$ cat config.mk
export PLATFORM = sky130hd
export DESIGN_NAME = disk_sstf_scheduler
export DESIGN_NICKNAME = d
export VERILOG_FILES = /design/src/design/dss_pkg.sv /design/src/design/dss_nearest.sv /design/src/design/disk_sstf_scheduler.sv
export SDC_FILE = /design/constraint.sdc
export NUM_CORES = 1
export LEC_CHECK = 0
export ABC_AREA = 1
export BUFFER_PORTS_ARGS = -buffer_cell sky130_fd_sc_hd__buf_4
export CAP_MARGIN = 30
export CORE_ASPECT_RATIO = 0.8
export CORE_UTILIZATION = 45
export DETAILED_ROUTE_END_ITERATION = 10
export GPL_TIMING_DRIVEN = 1
export PLACE_DENSITY = 0.65
export SYNTH_ARGS = -nofsm -noshare
export SYNTH_HDL_FRONTEND = slang
export SYNTH_SLANG_ARGS = --single-unit
$ cat constraint.sdc
create_clock -name i_clk -period 13.1 [get_ports i_clk]
set_clock_uncertainty 0.05 [all_clocks]
set_input_delay 2.62 -clock i_clk [delete_from_list [all_inputs] [get_ports i_clk]]
set_output_delay 2.62 -clock i_clk [all_outputs]
set_load 0.05 [all_outputs]
$ cat src/design/dss_pkg.sv
// Shared types and constants for the shortest-seek-first disk request scheduler.
`timescale 1ns / 1ps

package dss_pkg;

    // Queue storage and its index and count widths
    localparam int STORE_SLOTS = 32;
    localparam int IDX_W       = 5;
    localparam int CNT_W       = 6;
    localparam int CYL_W       = 16;
    localparam int TOTAL_W     = 21;

    // Input word kinds
    localparam logic KIND_LOAD  = 1'b0;
    localparam logic KIND_START = 1'b1;

    typedef struct packed {
        logic             kind;
        logic [CYL_W-1:0] cylinder;
    } t_in_word;

    typedef struct packed {
        logic [CYL_W-1:0]   served_cylinder;
        logic [CYL_W-1:0]   move_distance;
        logic [TOTAL_W-1:0] total_seek;
        logic               last;
        logic               empty_res;
        logic               overflowed;
    } t_out_word;

    // Control from the sequencer to the nearest-request compare unit
    typedef struct packed {
        logic             clear;
        logic             enable;
        logic [IDX_W-1:0] idx;
    } t_cmp_ctl;

    // Best candidate held by the compare unit
    typedef struct packed {
        logic [IDX_W-1:0] idx;
        logic [CYL_W-1:0] gap;
        logic [CYL_W-1:0] cyl;
    } t_best;

endpackage

$ cat src/design/dss_nearest.sv
// Shared distance and compare unit that tracks the nearest unserved request.
`timescale 1ns / 1ps

module dss_nearest (
    input  logic                    i_clk,
    input  logic                    i_rst_n,
    input  dss_pkg::t_cmp_ctl       i_ctl,
    input  logic [dss_pkg::CYL_W-1:0] i_head,
    input  logic [dss_pkg::CYL_W-1:0] i_data,
    output dss_pkg::t_best          o_best
);
    import dss_pkg::*;

    logic             r_found;
    t_best            r_best;
    logic [CYL_W-1:0] gap;
    logic             take;

    // Absolute distance from the head to the candidate
    always_comb begin
        if (i_head >= i_data) begin
            gap = i_head - i_data;
        end else begin
            gap = i_data - i_head;
        end
    end

    // Strictly nearer wins, so ties keep the lower index scanned first
    assign take = i_ctl.enable && (!r_found || (gap < r_best.gap));

    // Hold the best candidate, drop it when a new scan begins
    always_ff @(posedge i_clk) begin
        if (!i_rst_n) begin
            r_found <= 1'b0;
        end else if (i_ctl.clear) begin
            r_found <= 1'b0;
        end else if (take) begin
            r_found <= 1'b1;
        end
    end

    always_ff @(posedge i_clk) begin
        if (take && !i_ctl.clear) begin
            r_best.idx <= i_ctl.idx;
            r_best.gap <= gap;
            r_best.cyl <= i_data;
        end
    end

    assign o_best = r_best;

endmodule

$ cat src/design/disk_sstf_scheduler.sv
// Top level of the shortest-seek-first disk request scheduler: queue, sequencer and results.
// A load word produces no result; busy stays low. A start word with an
// empty queue gives one result on the following cycle, also without raising busy. Otherwise
// the block stays busy through n picks for n queued requests: each pick walks the
// single read port of the request queue over all n entries through one distance compare
// unit, then drains the read register and commits the pick and presents
// its result. Results appear on o_strobe for one cycle each and cannot be held off.
`timescale 1ns / 1ps

module disk_sstf_scheduler #(
    parameter int QUEUE_DEPTH = 32
) (
    input  logic               i_clk,
    input  logic               i_rst_n,
    input  logic               start,
    output logic               busy,
    input  dss_pkg::t_in_word  i_word,
    output logic               o_strobe,
    output dss_pkg::t_out_word o_word
);
    import dss_pkg::*;

    // Usable capacity, limited to the storage on hand
    localparam int CAP = (QUEUE_DEPTH < 1) ? 1 :
                         ((QUEUE_DEPTH > STORE_SLOTS) ? STORE_SLOTS : QUEUE_DEPTH);

    typedef enum logic [1:0] {
        ST_IDLE,
        ST_SCAN,
        ST_DRAIN,
        ST_PICK
    } t_state;

    t_state             r_state;
    logic [CNT_W-1:0]   r_count;
    logic [CNT_W-1:0]   r_picks;
    logic [IDX_W-1:0]   r_scan_idx;
    logic [CYL_W-1:0]   r_head;
    logic [TOTAL_W-1:0] r_total;
    logic               r_ovf;
    logic [STORE_SLOTS-1:0] r_served;
    logic               r_strobe;
    t_out_word          r_word;

    logic [CYL_W-1:0]   r_mem [STORE_SLOTS];
    logic [CYL_W-1:0]   r_rd_data;
    logic               r_rd_vld;
    logic [IDX_W-1:0]   r_rd_idx;

    logic               accept;
    logic               wr_en;
    logic               rd_en;
    logic [TOTAL_W-1:0] n_total;
    logic               is_last;
    t_cmp_ctl           cmp_ctl;
    t_best              best;

    assign accept  = start && (r_state == ST_IDLE);
    assign wr_en   = accept && (i_word.kind == KIND_LOAD) && (r_count < CNT_W'(CAP));
    assign rd_en   = (r_state == ST_SCAN);
    assign n_total = r_total + TOTAL_W'(best.gap);
    assign is_last = ((r_picks + CNT_W'(1)) == r_count);

    // Request queue: one write port for loads, one registered read port for the scan
    always_ff @(posedge i_clk) begin
        if (wr_en) begin
            r_mem[r_count[IDX_W-1:0]] <= i_word.cylinder;
        end
        if (rd_en) begin
            r_rd_data <= r_mem[r_scan_idx];
        end
        r_rd_idx <= r_scan_idx;
    end

    always_ff @(posedge i_clk) begin
        if (!i_rst_n) begin
            r_rd_vld <= 1'b0;
        end else begin
            r_rd_vld <= rd_en;
        end
    end

    // Feed the compare unit with each unserved entry as it leaves the read port
    always_comb begin
        cmp_ctl.clear  = (accept && (i_word.kind == KIND_START)) ||
                         ((r_state == ST_PICK) && !is_last);
        cmp_ctl.enable = r_rd_vld && !r_served[r_rd_idx];
        cmp_ctl.idx    = r_rd_idx;
    end

    dss_nearest u_nearest (
        .i_clk   (i_clk),
        .i_rst_n (i_rst_n),
        .i_ctl   (cmp_ctl),
        .i_head  (r_head),
        .i_data  (r_rd_data),
        .o_best  (best)
    );

    // Sequencer: load, start, scan over the queue and commit one pick per pass
    always_ff @(posedge i_clk) begin
        if (!i_rst_n) begin
            r_state    <= ST_IDLE;
            r_count    <= '0;
            r_picks    <= '0;
            r_scan_idx <= '0;
            r_head     <= '0;
            r_total    <= '0;
            r_ovf      <= 1'b0;
            r_served   <= '0;
            r_strobe   <= 1'b0;
        end else begin
            r_strobe <= 1'b0;
            unique case (r_state)
                ST_IDLE: begin
                    if (accept) begin
                        if (i_word.kind == KIND_LOAD) begin
                            if (r_count < CNT_W'(CAP)) begin
                                r_count <= r_count + CNT_W'(1);
                            end else begin
                                r_ovf <= 1'b1;
                            end
                        end else begin
                            r_head     <= i_word.cylinder;
                            r_total    <= '0;
                            r_picks    <= '0;
                            r_scan_idx <= '0;
                            if (r_count == '0) begin
                                // Empty start: report at once and clear the overflow mark
                                r_strobe              <= 1'b1;
                                r_word.served_cylinder <= '0;
                                r_word.move_distance   <= '0;
                                r_word.total_seek      <= '0;
                                r_word.last            <= 1'b1;
                                r_word.empty_res       <= 1'b1;
                                r_word.overflowed      <= r_ovf;
                                r_ovf                  <= 1'b0;
                            end else begin
                                r_state <= ST_SCAN;
                            end
                        end
                    end
                end
                ST_SCAN: begin
                    if ({1'b0, r_scan_idx} == (r_count - CNT_W'(1))) begin
                        r_state <= ST_DRAIN;
                    end else begin
                        r_scan_idx <= r_scan_idx + IDX_W'(1);
                    end
                end
                ST_DRAIN: begin
                    r_state <= ST_PICK;
                end
                ST_PICK: begin
                    r_head                 <= best.cyl;
                    r_total                <= n_total;
                    r_strobe               <= 1'b1;
                    r_word.served_cylinder <= best.cyl;
                    r_word.move_distance   <= best.gap;
                    r_word.total_seek      <= n_total;
                    r_word.last            <= is_last;
                    r_word.empty_res       <= 1'b0;
                    r_word.overflowed      <= r_ovf;
                    if (is_last) begin
                        // End of run: empty the queue
                        r_count  <= '0;
                        r_served <= '0;
                        r_ovf    <= 1'b0;
                        r_state  <= ST_IDLE;
                    end else begin
                        r_served[best.idx] <= 1'b1;
                        r_picks            <= r_picks + CNT_W'(1);
                        r_scan_idx         <= '0;
                        r_state            <= ST_SCAN;
                    end
                end
                default: begin
                    r_state <= ST_IDLE;
                end
            endcase
        end
    end

    assign busy     = (r_state != ST_IDLE);
    assign o_strobe = r_strobe;
    assign o_word   = r_word;

endmodule

==> key figures <==
Clock network
  – Worst-Skew Late Latency: 0.63 ns
  – Clock sink total: 718
  – CTS buffer count: 71
  – Cts hold-fix bufs: 0
  – Post-CTS Resized: 0
  – H-Tree Depth: 3
  – CTS clk-pin slew, worst paths: 0.06 ns
  – Setup bufs post-CTS: 0
  – Root Buffer: clkbuf_16
  – Max Root-Sink Buffers: 3
  – CTS tree: built

STA
  – Final Hold Fails: 0
  – Final worst path period share: 34.4%
  – Setup TNS: 0 ns
  – Fmax: 222 MHz
  – Unrepaired setup endpoints after global routing: no
  – Max transition margin: 38.3%
  – # setup viols final: 0
  – Final Critical Period: 4.50 ns
  – Slew @ Worst Pin: 0.925 ns
  – Final slew viol count: 0

Placed design
  – Gpl congestion: 0.904
  – Dpl hpwl: 51700 µm
  – IO buf count: 77

GRT
  – Global-route wire length before repair: 125000 µm
  – Gr usage total: 23.1%
  – GRT met2 Usage: 36.2%
  – Largest net degree at the start of global routing: 113
  – Met1 GRT Util: 32.8%
  – Grt ovf: 0
  – GRT Max-Usage Layer: met2
  – Met3 Track Usage GR: 3.79%
  – Antenna violations before repair: 0
  – Vias in the first global route: 21400

Cells and area
  – Layout Nets: 3008
  – Most common cell after layout, fill and taps aside: edfxtp_1
  – Fillers: 6016
  – Most frequent cells in the layout: edfxtp_1 (621), nor2_1 (452), o21ai_0 (359)
  – Layout area overhead: 12.3%
  – Fraction of layout cells with a size suffix above 1: 9.63%

Worst setup path
  – Worst-path fanout max: 9
  – WP data required: 13.38 ns
  – Buf/Inv on CP: 3
  – Crit-path cells: buf_4 -> nor3_1 -> nand2_1 -> inv_1 -> nand2_1 -> nor2_1 -> buf_4
  – CP top delay family: simple AND/OR/NAND/NOR gates
  – Crit-path slowest cell: nor2_1
  – CP Class: input pin to register
  – Worst path max stage delay: 0.73 ns
  – CP startpoint kind: input pin
  – Worst EP arrival: 4.78 ns
  – CP Capture Type: register

Logic synthesis
  – Yosys reg bits: 718
  – Netlist cell types: 43
  – Net Count, Synth: 2952
  – Synth Cell Area: 31400 µm²
  – Area leader, netlist: edfxtp_1
  – Top-area cell type share of the netlist area: 59.5%
  – Mapped Cells: 2856
  – Post-synthesis sequential area ratio: 65.7%
  – Syn Area/Cell: 11.0 µm²
  – Synth warn: 0
  – Main area contributors after synthesis: edfxtp_1 (59%), dfxtp_1 (6.2%), o21ai_0 (5.7%), nor2_1 (5.4%), nand2_1 (3.8%)

Power and ir drop
  – Leak: 12.9 nW
  – Power Total: 5.64 mW
  – VDD IR max: 0.120 mV
  – Pwr/cell area: 160 nW/µm²

Routing
  – Remaining antenna violation count: 0
  – DRC: 0
  – Routed len/inst: 21.2 µm
  – Final WL: 82600 µm
  – Initial DRC count: 2328
  – Via density: 5.69
  – DRT Pass-1 Iters: 6
  – DR vias: 22200

Die
  – Starting Density: 45.5%
  – Die Y: 238 µm
  – Die width: 297 µm
  – CORE AREA: 68900 µm²
  – # IOs: 78
  – Die area: 70700 µm²
  – # rows: 86

Outcome
  – Outcome: complete, no violations

Flow run
  – MaxCap Viol Count: 0

Worst hold path
  – Worst Hold Class: register to register
[per-stage QoR]
stage / cell area (µm²) / utilization [%] / hold WS [ns] / instances / setup slack [ns]
2_1_floorplan: 31400 / - / 0.276 / 2856 / 6.65
3_3_place_gp: 32800 / 47.6 / 0.387 / 3757 / 8.03
3_5_place_dp: 32800 / 47.7 / 0.387 / 3763 / 7.95
4_1_cts: 35200 / 51.1 / 0.401 / 3893 / 8.61
5_1_grt: 35200 / 51.1 / 0.423 / 3893 / 8.38
6_report: 35200 / 51.1 / 0.402 / 3894 / 8.60
[worst paths after layout]
path                            cells after the start              endpoint          start  slack, ns
worst max-delay path                                7          r_mem[20][5]     i_word[16]       8.60
worst min-delay path                                0  u_nearest.o_best[15]  r_rd_data[15]       0.40
worst max register to register                      9          r_rd_data[8]  r_scan_idx[0]       8.65
worst min register to register                      0  u_nearest.o_best[15]  r_rd_data[15]       0.40
[area by class of cell]
cell class,instances,area [µm²],share of cell area [%]
diodes,1,2.50,0.00711
clock buffers,91,1940,5.50
clock inverters,39,430,1.22
inverters,208,790,2.24
multi-input cells,1781,9290,26.4
flip-flops and latches,718,20600,58.5
well taps,924,1160,3.28
repair buffers,132,1020,2.88
[cell usage after synthesis, drive strengths merged]
| master | count |
|---|---|
| nand3 | 115 |
| o221ai | 94 |
| a211oi | 2 |
| a21oi | 186 |
| ha | 73 |
| a21boi | 2 |
| a31o | 1 |
| nor3 | 24 |
| nor4 | 1 |
| o21bai | 4 |
| fa | 3 |
| xnor2 | 3 |
| or2 | 3 |
| edfxtp | 621 |
| o211ai | 10 |
| inv | 208 |
| nor2 | 458 |
| o31ai | 1 |
| dfxtp | 97 |
| clkbuf | 77 |
| o22ai | 34 |
| nand3b | 6 |
| o21ai | 371 |
| a31oi | 16 |
| nand2 | 329 |
| xor2 | 25 |
| buf | 72 |
| a21o | 5 |
| nand4 | 15 |
[cells by family after synthesis]
kind of cell	count (synthesis)	synth area share, %
and+or+nand+nor	951	12.5
AOI/OAI and AO/OA	726	13.1
DFF	718	65.7
buffers and inverters	357	4.79
adders and majority gates	76	3.11
xor gates and xnor gates	28	0.782
[flip-flops by register name, summed over array words and instances (netlist names)]
register / flops
o_strobe: 1
o_word: 56
r_count: 6
r_head: 16
r_mem: 512
r_ovf: 1
r_picks: 6
r_rd_data: 16
r_rd_idx: 5
r_rd_vld: 1
r_scan_idx: 5
r_served: 32
r_state: 2
r_total: 21
u_nearest.o_best: 37
u_nearest.r_found: 1
[routing by layer]
metal | part of all wire, % | wire [µm]
met4 | 2.8 | 2350
met1 | 44 | 36300
met3 | 7.9 | 6480
met2 | 45 | 37400
met5 | 0 | 0
[power by group]
group	internal (mW)	switching, mW
combinational	0.287	0.693
clock	1.16	0.891
sequential	2.56	0.0454
total	4.01	1.63
No activity file was read; power rests on OpenSTA's default activity.
